File: src/design/banker_device_allocator_assert.svh
// assertion macros for the banker device allocator
`ifndef BANKER_DEVICE_ALLOCATOR_ASSERT_SVH
`define BANKER_DEVICE_ALLOCATOR_ASSERT_SVH
`ifndef SYNTHESIS
`define BDA_CHECK(name, prop) \
    name: assert property (@(posedge clk) disable iff (!rst_n) prop) \
        else $error("banker allocator check failed");
`define BDA_IMPLY(name, cond, prop) \
    name: assert property (@(posedge clk) disable iff (!rst_n) (cond) |=> (prop)) \
        else $error("banker allocator sequence check failed");
`else
`define BDA_CHECK(name, prop)
`define BDA_IMPLY(name, cond, prop)
`endif
`endif

File: src/design/bda_pkg.sv
// ----------------------------------------------------------------------------
// bda_pkg
// types, sizes and codes shared by the banker device allocator
// ----------------------------------------------------------------------------
package bda_pkg;

    localparam int NUM_PROCS   = 16;
    localparam int PID_W       = 4;
    localparam int NUM_DEVICES = 3;
    localparam int DEV_W       = 2;
    localparam int WAIT_DEPTH  = 16;
    localparam int QIDX_W      = 4;
    localparam int CNT_W       = 5;
    localparam int ADDR_W      = DEV_W + QIDX_W;
    localparam int MEM_DEPTH   = NUM_DEVICES * WAIT_DEPTH;

    localparam logic [1:0] OP_REQUEST  = 2'd0;
    localparam logic [1:0] OP_COMPLETE = 2'd1;
    localparam logic [1:0] OP_RELEASE  = 2'd2;

    localparam logic [2:0] ST_INVALID  = 3'd0;
    localparam logic [2:0] ST_EXCEEDS  = 3'd1;
    localparam logic [2:0] ST_UNSAFE   = 3'd2;
    localparam logic [2:0] ST_GRANTED  = 3'd3;
    localparam logic [2:0] ST_QUEUED   = 3'd4;
    localparam logic [2:0] ST_DONE     = 3'd5;
    localparam logic [2:0] ST_NOEFFECT = 3'd6;
    localparam logic [2:0] ST_FULL     = 3'd7;

    typedef logic [NUM_DEVICES-1:0] dev_mask_t;

    typedef struct packed {
        logic [1:0] opcode;
        logic [3:0] pid;
        logic [1:0] device;
        logic [2:0] declared_max;
        logic       process_eligible;
    } req_t;

    typedef struct packed {
        logic [2:0] status;
        logic [3:0] woken_pid;
        logic       finished_valid;
        logic [3:0] next_pid;
        logic       next_valid;
    } rsp_t;

    typedef enum logic [2:0] {
        CELL_NOP,
        CELL_SETUP,
        CELL_GRANT,
        CELL_COMPLETE,
        CELL_RELEASE,
        CELL_STEP
    } cell_op_t;

    typedef struct packed {
        logic [PID_W-1:0] pid;
        dev_mask_t        mask;
        dev_mask_t        work;
        logic             tent;
    } cell_cmd_t;

    typedef struct packed {
        dev_mask_t work_or;
        logic      progress;
        logic      unsafe;
    } chain_t;

    typedef struct packed {
        logic      known;
        dev_mask_t alloc;
        dev_mask_t need;
    } cell_view_t;

    typedef enum logic [2:0] {
        S_IDLE,
        S_DECODE,
        S_SAFE,
        S_POP,
        S_PURGE,
        S_OUT
    } state_t;

endpackage

File: src/design/banker_device_allocator.sv
// ----------------------------------------------------------------------------
// banker_device_allocator
// deadlock-avoiding allocator for single-unit devices with fifo wait queues
// ----------------------------------------------------------------------------
// usage:
//  req channel (req_valid/req_stall/req) carries one word per operation:
//  request, i/o completion or release of a process. rsp channel
//  (rsp_valid/rsp_stall/rsp) returns exactly one word per request word.
//  the block works on one word at a time; req_stall is high while busy.
//  steps from accept to rsp_valid:
//   invalid, exceeds, queued, full, completion on idle device: decode, then out
//   completion of a busy device: decode, then pop of the queue head, then out
//   grant or unsafe: decode, then safety passes until no cell can finish, then out;
//     each pass lets every process cell that can finish do so at once,
//     with the returned devices rippling down the cell chain
//   release: decode, then a purge of the process from each device's wait
//     queue in turn, then out
//  the next word can be taken in the cycle in which rsp_valid rises.
//  the result sits in an output register; a stalled result holds while the
//  next word is taken and worked on, and that word waits for the register.
//  reset clears all process cells, marks every device available and empties
//  the queues; no clearing pass is needed.
// ----------------------------------------------------------------------------
`include "banker_device_allocator_assert.svh"

module banker_device_allocator
    import bda_pkg::*;
(
    input  logic clk,
    input  logic rst_n,
    input  logic req_valid,
    output logic req_stall,
    input  req_t req,
    output logic rsp_valid,
    input  logic rsp_stall,
    output rsp_t rsp
);

    state_t state_reg, state_next;
    req_t   item_reg;
    rsp_t   res_reg, res_next;
    rsp_t   rsp_reg;
    logic   rsp_valid_reg, rsp_valid_next;

    dev_mask_t        avail_reg, avail_next;
    dev_mask_t        work_reg, work_next;
    logic             busy_reg [NUM_DEVICES];
    logic             busy_next [NUM_DEVICES];
    logic [PID_W-1:0] owner_reg [NUM_DEVICES];
    logic [PID_W-1:0] owner_next [NUM_DEVICES];
    logic [CNT_W-1:0] cnt_reg [NUM_DEVICES];
    logic [CNT_W-1:0] cnt_next [NUM_DEVICES];
    logic [QIDX_W-1:0] head_reg [NUM_DEVICES];
    logic [QIDX_W-1:0] head_next [NUM_DEVICES];

    logic             chg_reg, chg_next;
    logic [DEV_W-1:0] pd_reg, pd_next;
    logic [CNT_W-1:0] pi_reg, pi_next;
    logic [CNT_W-1:0] pk_reg, pk_next;
    logic             pend_reg, pend_next;

    logic [PID_W-1:0] mem [MEM_DEPTH];
    logic [PID_W-1:0] rdata_reg;
    logic [ADDR_W-1:0] rd_addr;
    logic [ADDR_W-1:0] wr_addr;
    logic [PID_W-1:0] wr_data;
    logic             wr_en;

    cell_op_t   cell_op;
    cell_cmd_t  cmd;
    chain_t     chain [NUM_PROCS+1];
    cell_view_t views [NUM_PROCS];
    cell_view_t pv;

    logic      accept;
    logic      out_free;
    logic      dev_ok;
    dev_mask_t dev_bit;
    dev_mask_t setup_mask;
    dev_mask_t need_eff;

    assign accept    = req_valid && !req_stall;
    assign req_stall = (state_reg != S_IDLE);
    assign out_free  = !rsp_valid_reg || !rsp_stall;
    assign rsp_valid = rsp_valid_reg;
    assign rsp       = rsp_reg;

    assign dev_ok     = (item_reg.device < DEV_W'(NUM_DEVICES));
    assign dev_bit    = dev_mask_t'(1) << item_reg.device;
    assign setup_mask = (item_reg.declared_max[NUM_DEVICES-1:0] == '0) ? dev_bit
                        : item_reg.declared_max[NUM_DEVICES-1:0];
    assign pv         = views[item_reg.pid];
    assign need_eff   = pv.known ? pv.need : setup_mask;

    assign chain[0] = '0;

    for (genvar p = 0; p < NUM_PROCS; p++)
    begin : g_cell
        bda_cell u_cell (
            .clk       (clk),
            .rst_n     (rst_n),
            .cell_id   (PID_W'(p)),
            .op        (cell_op),
            .cmd       (cmd),
            .chain_in  (chain[p]),
            .chain_out (chain[p+1]),
            .view      (views[p])
        );
    end

    always_comb
    begin
        state_next = state_reg;
        res_next   = res_reg;
        avail_next = avail_reg;
        work_next  = work_reg;
        busy_next  = busy_reg;
        owner_next = owner_reg;
        cnt_next   = cnt_reg;
        head_next  = head_reg;
        chg_next   = chg_reg;
        pd_next    = pd_reg;
        pi_next    = pi_reg;
        pk_next    = pk_reg;
        pend_next  = 1'b0;
        cell_op    = CELL_NOP;
        cmd.pid    = item_reg.pid;
        cmd.mask   = dev_bit;
        cmd.work   = work_reg;
        cmd.tent   = 1'b0;
        rd_addr    = '0;
        wr_en      = 1'b0;
        wr_addr    = '0;
        wr_data    = item_reg.pid;
        rsp_valid_next = rsp_valid_reg && rsp_stall;

        case (state_reg)
            S_IDLE:
            begin
                if (accept)
                    state_next = S_DECODE;
            end
            S_DECODE:
            begin
                res_next        = '0;
                res_next.status = ST_INVALID;
                state_next      = S_OUT;
                case (item_reg.opcode)
                    OP_REQUEST:
                    begin
                        if (dev_ok && item_reg.process_eligible)
                        begin
                            if (!pv.known)
                            begin
                                cell_op  = CELL_SETUP;
                                cmd.mask = setup_mask;
                            end
                            if ((need_eff & dev_bit) == '0)
                                res_next.status = ST_EXCEEDS;
                            else if ((avail_reg & dev_bit) == '0)
                            begin
                                if (cnt_reg[item_reg.device] >= CNT_W'(WAIT_DEPTH))
                                    res_next.status = ST_FULL;
                                else
                                begin
                                    wr_en   = 1'b1;
                                    wr_addr = {item_reg.device, head_reg[item_reg.device]
                                        + cnt_reg[item_reg.device][QIDX_W-1:0]};
                                    cnt_next[item_reg.device] = cnt_reg[item_reg.device]
                                        + CNT_W'(1);
                                    res_next.status = ST_QUEUED;
                                end
                            end
                            else
                            begin
                                work_next  = avail_reg & ~dev_bit;
                                state_next = S_SAFE;
                            end
                        end
                    end
                    OP_COMPLETE:
                    begin
                        if (dev_ok)
                        begin
                            if (busy_reg[item_reg.device])
                            begin
                                rd_addr    = {item_reg.device, head_reg[item_reg.device]};
                                state_next = S_POP;
                            end
                            else
                                res_next.status = ST_NOEFFECT;
                        end
                    end
                    OP_RELEASE:
                    begin
                        cell_op  = CELL_RELEASE;
                        chg_next = pv.known;
                        if (pv.known)
                            avail_next = avail_reg | pv.alloc;
                        for (int d = 0; d < NUM_DEVICES; d++)
                        begin
                            if (busy_reg[d] && owner_reg[d] == item_reg.pid)
                            begin
                                busy_next[d]  = 1'b0;
                                owner_next[d] = '0;
                                chg_next      = 1'b1;
                            end
                        end
                        pd_next    = '0;
                        pi_next    = '0;
                        pk_next    = '0;
                        state_next = S_PURGE;
                    end
                    default:
                    begin
                    end
                endcase
            end
            S_SAFE:
            begin
                cmd.tent = 1'b1;
                if (chain[NUM_PROCS].progress)
                begin
                    cell_op   = CELL_STEP;
                    work_next = work_reg | chain[NUM_PROCS].work_or;
                end
                else
                begin
                    state_next = S_OUT;
                    if (chain[NUM_PROCS].unsafe)
                        res_next.status = ST_UNSAFE;
                    else
                    begin
                        cell_op    = CELL_GRANT;
                        avail_next = avail_reg & ~dev_bit;
                        busy_next[item_reg.device]  = 1'b1;
                        owner_next[item_reg.device] = item_reg.pid;
                        res_next.status = ST_GRANTED;
                    end
                end
            end
            S_POP:
            begin
                cell_op  = CELL_COMPLETE;
                cmd.pid  = owner_reg[item_reg.device];
                avail_next = avail_reg | dev_bit;
                busy_next[item_reg.device]  = 1'b0;
                owner_next[item_reg.device] = '0;
                res_next.status         = ST_DONE;
                res_next.woken_pid      = owner_reg[item_reg.device];
                res_next.finished_valid = 1'b1;
                if (cnt_reg[item_reg.device] != '0)
                begin
                    res_next.next_pid   = rdata_reg;
                    res_next.next_valid = 1'b1;
                    head_next[item_reg.device] = head_reg[item_reg.device] + QIDX_W'(1);
                    cnt_next[item_reg.device]  = cnt_reg[item_reg.device] - CNT_W'(1);
                end
                state_next = S_OUT;
            end
            S_PURGE:
            begin
                // read entry pi while the entry read last cycle is kept or dropped
                rd_addr = {pd_reg, head_reg[pd_reg] + pi_reg[QIDX_W-1:0]};
                if (pi_reg < cnt_reg[pd_reg])
                begin
                    pi_next   = pi_reg + CNT_W'(1);
                    pend_next = 1'b1;
                end
                if (pend_reg)
                begin
                    if (rdata_reg == item_reg.pid)
                        chg_next = 1'b1;
                    else
                    begin
                        wr_en   = 1'b1;
                        wr_addr = {pd_reg, head_reg[pd_reg] + pk_reg[QIDX_W-1:0]};
                        wr_data = rdata_reg;
                        pk_next = pk_reg + CNT_W'(1);
                    end
                end
                else if (pi_reg >= cnt_reg[pd_reg])
                begin
                    cnt_next[pd_reg] = pk_reg;
                    pi_next = '0;
                    pk_next = '0;
                    if (pd_reg == DEV_W'(NUM_DEVICES - 1))
                    begin
                        res_next.status = chg_reg ? ST_DONE : ST_NOEFFECT;
                        state_next      = S_OUT;
                    end
                    else
                        pd_next = pd_reg + DEV_W'(1);
                end
            end
            S_OUT:
            begin
                if (out_free)
                begin
                    rsp_valid_next = 1'b1;
                    state_next     = S_IDLE;
                end
            end
            default:
            begin
                state_next = S_IDLE;
            end
        endcase
    end

    always_ff @(posedge clk or negedge rst_n)
    begin
        if (!rst_n)
        begin
            state_reg     <= S_IDLE;
            rsp_valid_reg <= 1'b0;
            avail_reg     <= '1;
            work_reg      <= '0;
            chg_reg       <= 1'b0;
            pd_reg        <= '0;
            pi_reg        <= '0;
            pk_reg        <= '0;
            pend_reg      <= 1'b0;
            for (int d = 0; d < NUM_DEVICES; d++)
            begin
                busy_reg[d]  <= 1'b0;
                owner_reg[d] <= '0;
                cnt_reg[d]   <= '0;
                head_reg[d]  <= '0;
            end
        end
        else
        begin
            state_reg     <= state_next;
            rsp_valid_reg <= rsp_valid_next;
            avail_reg     <= avail_next;
            work_reg      <= work_next;
            chg_reg       <= chg_next;
            pd_reg        <= pd_next;
            pi_reg        <= pi_next;
            pk_reg        <= pk_next;
            pend_reg      <= pend_next;
            busy_reg      <= busy_next;
            owner_reg     <= owner_next;
            cnt_reg       <= cnt_next;
            head_reg      <= head_next;
        end
    end

    // payload registers
    always_ff @(posedge clk)
    begin
        if (accept)
            item_reg <= req;
        res_reg <= res_next;
        if (state_reg == S_OUT && out_free)
            rsp_reg <= res_reg;
    end

    // wait queue memory
    always_ff @(posedge clk)
    begin
        if (wr_en)
            mem[wr_addr] <= wr_data;
        rdata_reg <= mem[rd_addr];
    end

    `BDA_IMPLY(a_accept_decode, accept, state_reg == S_DECODE)
    `BDA_CHECK(a_rsp_from_out, $rose(rsp_valid) |-> $past(state_reg) == S_OUT)
    `BDA_CHECK(a_pend_in_purge, pend_reg |-> state_reg == S_PURGE)

    for (genvar d = 0; d < NUM_DEVICES; d++)
    begin : g_chk
        `BDA_CHECK(a_cnt_bound, cnt_reg[d] <= CNT_W'(WAIT_DEPTH))
    end

endmodule

File: src/design/bda_cell.sv
// ----------------------------------------------------------------------------
// bda_cell
// one process slot: known flag, holdings and remaining need, plus the
// finished flag of the running safety check, chained to its neighbors
// ----------------------------------------------------------------------------
module bda_cell
    import bda_pkg::*;
(
    input  logic             clk,
    input  logic             rst_n,
    input  logic [PID_W-1:0] cell_id,
    input  cell_op_t         op,
    input  cell_cmd_t        cmd,
    input  chain_t           chain_in,
    output chain_t           chain_out,
    output cell_view_t       view
);

    logic      known_reg, known_next;
    dev_mask_t alloc_reg, alloc_next;
    dev_mask_t need_reg, need_next;
    logic      done_reg, done_next;
    logic      sel;
    dev_mask_t alloc_eff;
    dev_mask_t need_eff;
    logic      fire;

    assign sel = (cmd.pid == cell_id);

    // the request under test sees its tentative grant
    assign alloc_eff = (sel && cmd.tent) ? (alloc_reg | cmd.mask) : alloc_reg;
    assign need_eff  = (sel && cmd.tent) ? (need_reg & ~cmd.mask) : need_reg;
    assign fire      = known_reg && !done_reg && ((need_eff & ~cmd.work) == '0);

    assign chain_out.work_or  = chain_in.work_or | (fire ? alloc_eff : '0);
    assign chain_out.progress = chain_in.progress | fire;
    assign chain_out.unsafe   = chain_in.unsafe | (known_reg && !done_reg);

    assign view.known = known_reg;
    assign view.alloc = alloc_reg;
    assign view.need  = need_reg;

    always_comb
    begin
        known_next = known_reg;
        alloc_next = alloc_reg;
        need_next  = need_reg;
        done_next  = (op == CELL_STEP) ? (done_reg | fire) : 1'b0;
        if (sel)
        begin
            case (op)
                CELL_SETUP:
                begin
                    known_next = 1'b1;
                    alloc_next = '0;
                    need_next  = cmd.mask;
                end
                CELL_GRANT:
                begin
                    alloc_next = alloc_reg | cmd.mask;
                    need_next  = need_reg & ~cmd.mask;
                end
                CELL_COMPLETE:
                begin
                    alloc_next = alloc_reg & ~cmd.mask;
                    need_next  = need_reg | cmd.mask;
                end
                CELL_RELEASE:
                begin
                    known_next = 1'b0;
                    alloc_next = '0;
                    need_next  = '0;
                end
                default:
                begin
                end
            endcase
        end
    end

    always_ff @(posedge clk or negedge rst_n)
    begin
        if (!rst_n)
        begin
            known_reg <= 1'b0;
            alloc_reg <= '0;
            need_reg  <= '0;
            done_reg  <= 1'b0;
        end
        else
        begin
            known_reg <= known_next;
            alloc_reg <= alloc_next;
            need_reg  <= need_next;
            done_reg  <= done_next;
        end
    end

endmodule
File: config.mk
export PLATFORM = sky130hd
export DESIGN_NAME = banker_device_allocator
export DESIGN_NICKNAME = d
export VERILOG_FILES = /design/src/design/bda_pkg.sv /design/src/design/banker_device_allocator.sv /design/src/design/bda_cell.sv
export VERILOG_INCLUDE_DIRS = /design/src /design/src/design
export SDC_FILE = /design/constraint.sdc
export NUM_CORES = 1
export LEC_CHECK = 0
export BUFFER_PORTS_ARGS = -buffer_cell sky130_fd_sc_hd__buf_2
export CORE_UTILIZATION = 51
export CTS_CLUSTER_DIAMETER = 150
export DETAILED_ROUTE_END_ITERATION = 10
export GPL_TIMING_DRIVEN = 0
export PLACE_DENSITY = 0.67
export SYNTH_ARGS = -nofsm -noshare
export SYNTH_HDL_FRONTEND = slang
export SYNTH_SLANG_ARGS = --single-unit
File: constraint.sdc
create_clock -name clk -period 10.5 [get_ports clk]
set_input_delay 0.525 -clock clk [delete_from_list [all_inputs] [get_ports clk]]
set_output_delay 0.525 -clock clk [all_outputs]
set_load 0.01 [all_outputs]
==> metrics.txt <==
outcome=finished clean; final max-slew violation count=0; H-tree depth=2; Hold-fix buffers, CTS=1; Max VDD drop=0.179 mV; Yosys top cell by area=edfxtp_1; CP required=10.89 ns; CTS root buf=clkbuf_16; antenna-violating nets left=0; Post-synth top cells=326 x nand2_1, 260 x nor2_1, 250 x a21oi_1, 230 x edfxtp_1, 191 x dfrtp_1; clk slew on worst S/H paths=roughly 0.06 ns; row cnt=76; Synth area leaders=edfxtp_1 31%, dfrtp_1 21%, a21oi_1 5.6%; shortest period the worst path allows=5.62 ns; cell with the most instances after synthesis=nand2_1; die area=between 0.04 and 0.05 mm2; Die Height=approximately 210 um; Seq/Total Area, Yosys=53.1%; Fmax achieved=178 MHz; IO buf count=30; Max Cap Viol=0; layout cell share with drive strength beyond 1=between 10% and 20%; final setup margin=about 4.9 ns; Mapped Cells=between 2000 and 2500; # resized after CTS=0; R2R Setup Slk=4.88 ns; CTS sink cnt=428; number of synthesized flops with an enable pin=230; first-pass GRT wire length=122000 um; Setup-failing EPs final=0; IO Pins=31; Final Hold Vio Count=0; Hold Crit Depth=1; Congestion Overflow GR=0; reg2reg path depth=17; total CTS buffers=46; slowest CP cell=clkbuf_1; worst path arrival time=6.01 ns; Starting Density=51.7%; worst path cell trace=clkbuf_1 -> clkbuf_1 -> mux2i_1 -> o21ai_0 -> ha_1 -> inv_1 -> fa_1 -> nor2_1 -> a41oi_1 -> clkbuf_1 -> clkbuf_1 -> buf_1 -> nand3_1 -> nand2_1 -> o211ai_1 -> a31oi_1 -> mux2i_1; CTS tree=yes; period utilization=53.5%; iteration count of the initial detailed-routing pass=6; worst min path class=in -> reg; FF-to-FF End=rdata_reg[0]; CP top delay family=buffers and inverters; hold path start=req[1]; Cell variety after synth=101; Post-CTS Setup Inserts=0; largest net degree at the start of global routing=106; worst-skew pair later-pin latency=0.60 ns; critical path class=reg -> reg; Max FO, Critical Path=10; yosys warns=0; Syn Area/Cell=10.2 um2; top_reg_cell synth=edfxtp_1; Syn Nets=2225; CP Capture Type=flop; pre-CTS setup slack=4.97 ns; Slew @ Worst Pin=roughly 1.4 ns; setup total negative slack=0 ns; Wirelength per Cell=29.2 um; RSZ-0062 raised after global routing=false; Crit path largest cell delay=0.69 ns; GRT Util Overall=between 30% and 40%; most frequent CP cell=clkbuf_1; number of synthesized register bits=around 430; Fin Clk Skew=0.0254 ns; WHS Endpoint=item_reg[1]; CP Buf/Inv Count=6; Remaining DRCs=0; Pwr Density=around 230 mW/mm2; Post-Syn Area=0.0223 mm2; Die W=211 um; area grow syn2layout=11.1%; detailed-route via count=around 19000; WL final=84300 um; drt via density=6.61; fraction of registers with async set/reset=a little under half; Net count, final=2305; GP Congestion=1.02; leakage power=9.52 nW; Clock Tree Buf Depth=3; DRT iter0 DRCs=2536; Startpoint Class=flop; dpl hpwl=62400 um; number of global-route vias before repair=between 15000 and 20000; worst reg2reg startpoint=pd_reg[1]; Synth top area share=31.0%; initial antenna violation count=4; Core Region=about 0.043 mm2; Worst slew margin=9.17%; max reg flops=192
==> worst reg2reg max path: stages, from the launching register on <==
cell and delay, ns:
dfrtp_1 0.34, clkbuf_1 0.23, clkbuf_1 0.69, mux2i_1 0.16
o21ai_0 0.27, ha_1 0.22, inv_1 0.06, fa_1 0.51
nor2_1 0.10, a41oi_1 0.48, clkbuf_1 0.36, clkbuf_1 0.65
buf_1 0.44, nand3_1 0.20, nand2_1 0.15, o211ai_1 0.11
a31oi_1 0.27, mux2i_1 0.18
==> cell families (layout without fill, tap and decap cells) <==
family	after synthesis	count (layout)	share of synthesized area, %
DFF	428	428	53.1
AOI/OAI and AO/OA	583	583	17.3
other	0	1	0
xor gates and xnor gates	40	40	1.57
and+or+nand+nor	842	842	17.1
muxes	84	84	5.86
adders and majority gates	25	25	1.50
buffers and inverters	182	297	3.52
==> how the worst max path moves through the flow <==
stage               startpoint  depth (start not counted)  slack [ns]      endpoint
floorplan            pd_reg[1]                         16        6.67  rdata_reg[0]
global placement     pd_reg[1]                         17        5.15  rdata_reg[0]
detailed placement   pd_reg[1]                         17        4.97  rdata_reg[0]
CTS                  pd_reg[1]                         17        4.92  rdata_reg[0]
global route         pd_reg[1]                         17        4.61  rdata_reg[0]
finish               pd_reg[1]                         17        4.88  rdata_reg[0]
==> cell type report <==
| type | count | area, um2 |
|---|---|---|
| clock buffers | 56 | 1220 |
| clock inverters | 27 | 314 |
| diodes | 1 | 2.50 |
| multi-input cells | 1574 | 9660 |
| fillers | 3687 | 18300 |
| flip-flops and latches | 428 | 11800 |
| well taps | 585 | 732 |
| plain buffers | 144 | 642 |
| repair buffers | 32 | 198 |
| inverters | 38 | 143 |
==> metal layers <==
| metal | track usage (%) | share of wire (%) | vias to the layer above |
|---|---|---|---|
| met5 | 0 | 0 | - |
| met3 | 11.0 | 13 | 196 |
| li1 | - | - | 8185 |
| met2 | 54.8 | 42 | 1241 |
| met1 | 55.0 | 42 | 9458 |
| met4 | 13.6 | 3.4 | 0 |
==> where the power goes <==
| part | switching [mW] | internal, mW | total [mW] | leakage [nW] |
|---|---|---|---|---|
| sequential | 0.206 | 2.03 | 2.23 | 4.77 |
| combinational | 1.17 | 0.531 | 1.70 | 4.00 |
| clock | 0.695 | 0.978 | 1.67 | 0.752 |
| total | 2.07 | 3.53 | 5.61 | 9.52 |
==> placed cells by master, fill, tap and decap left out, types with 13 or more instances in the layout <==
cell and count:
o21ai_0 51, buf_2 74, inv_1 34, nand4_1 14, mux2_2 13, o21a_1 16
a31oi_1 26, nor2_1 260, nor2b_1 26, clkbuf_16 47, nor3_1 20, a311oi_1 45
a21o_1 17, a22o_1 22, a22oi_1 13, nand2b_1 18, buf_1 15, and2_1 28
mux2i_1 34, xnor2_1 19, clkbuf_1 84, nand2_1 326, edfxtp_1 230, a21oi_1 250
nand3_1 82, o22ai_1 17, mux4_2 32, dfrtp_1 191, ha_1 22, and3_1 22
xor2_1 21
==> through the flow <==
| step | cells | utilization, % | instance area (um2) | total power, mW | hold WS (ns) |
|---|---|---|---|---|---|
| after CTS | 2884 | 57.5 | 24800 | 5.56 | 0.0891 |
| final | 2885 | 57.5 | 24800 | 5.61 | 0.108 |
| after detailed placement | 2800 | 53.9 | 23200 | 3.90 | 0.406 |
| after global routing | 2884 | 57.5 | 24800 | 5.80 | 0.101 |
| after global placement | 2799 | 53.8 | 23200 | 3.87 | 0.401 |
| after floorplan | 2184 | - | 22300 | 3.24 | 0.229 |
(Power assumes the default switching activity.)
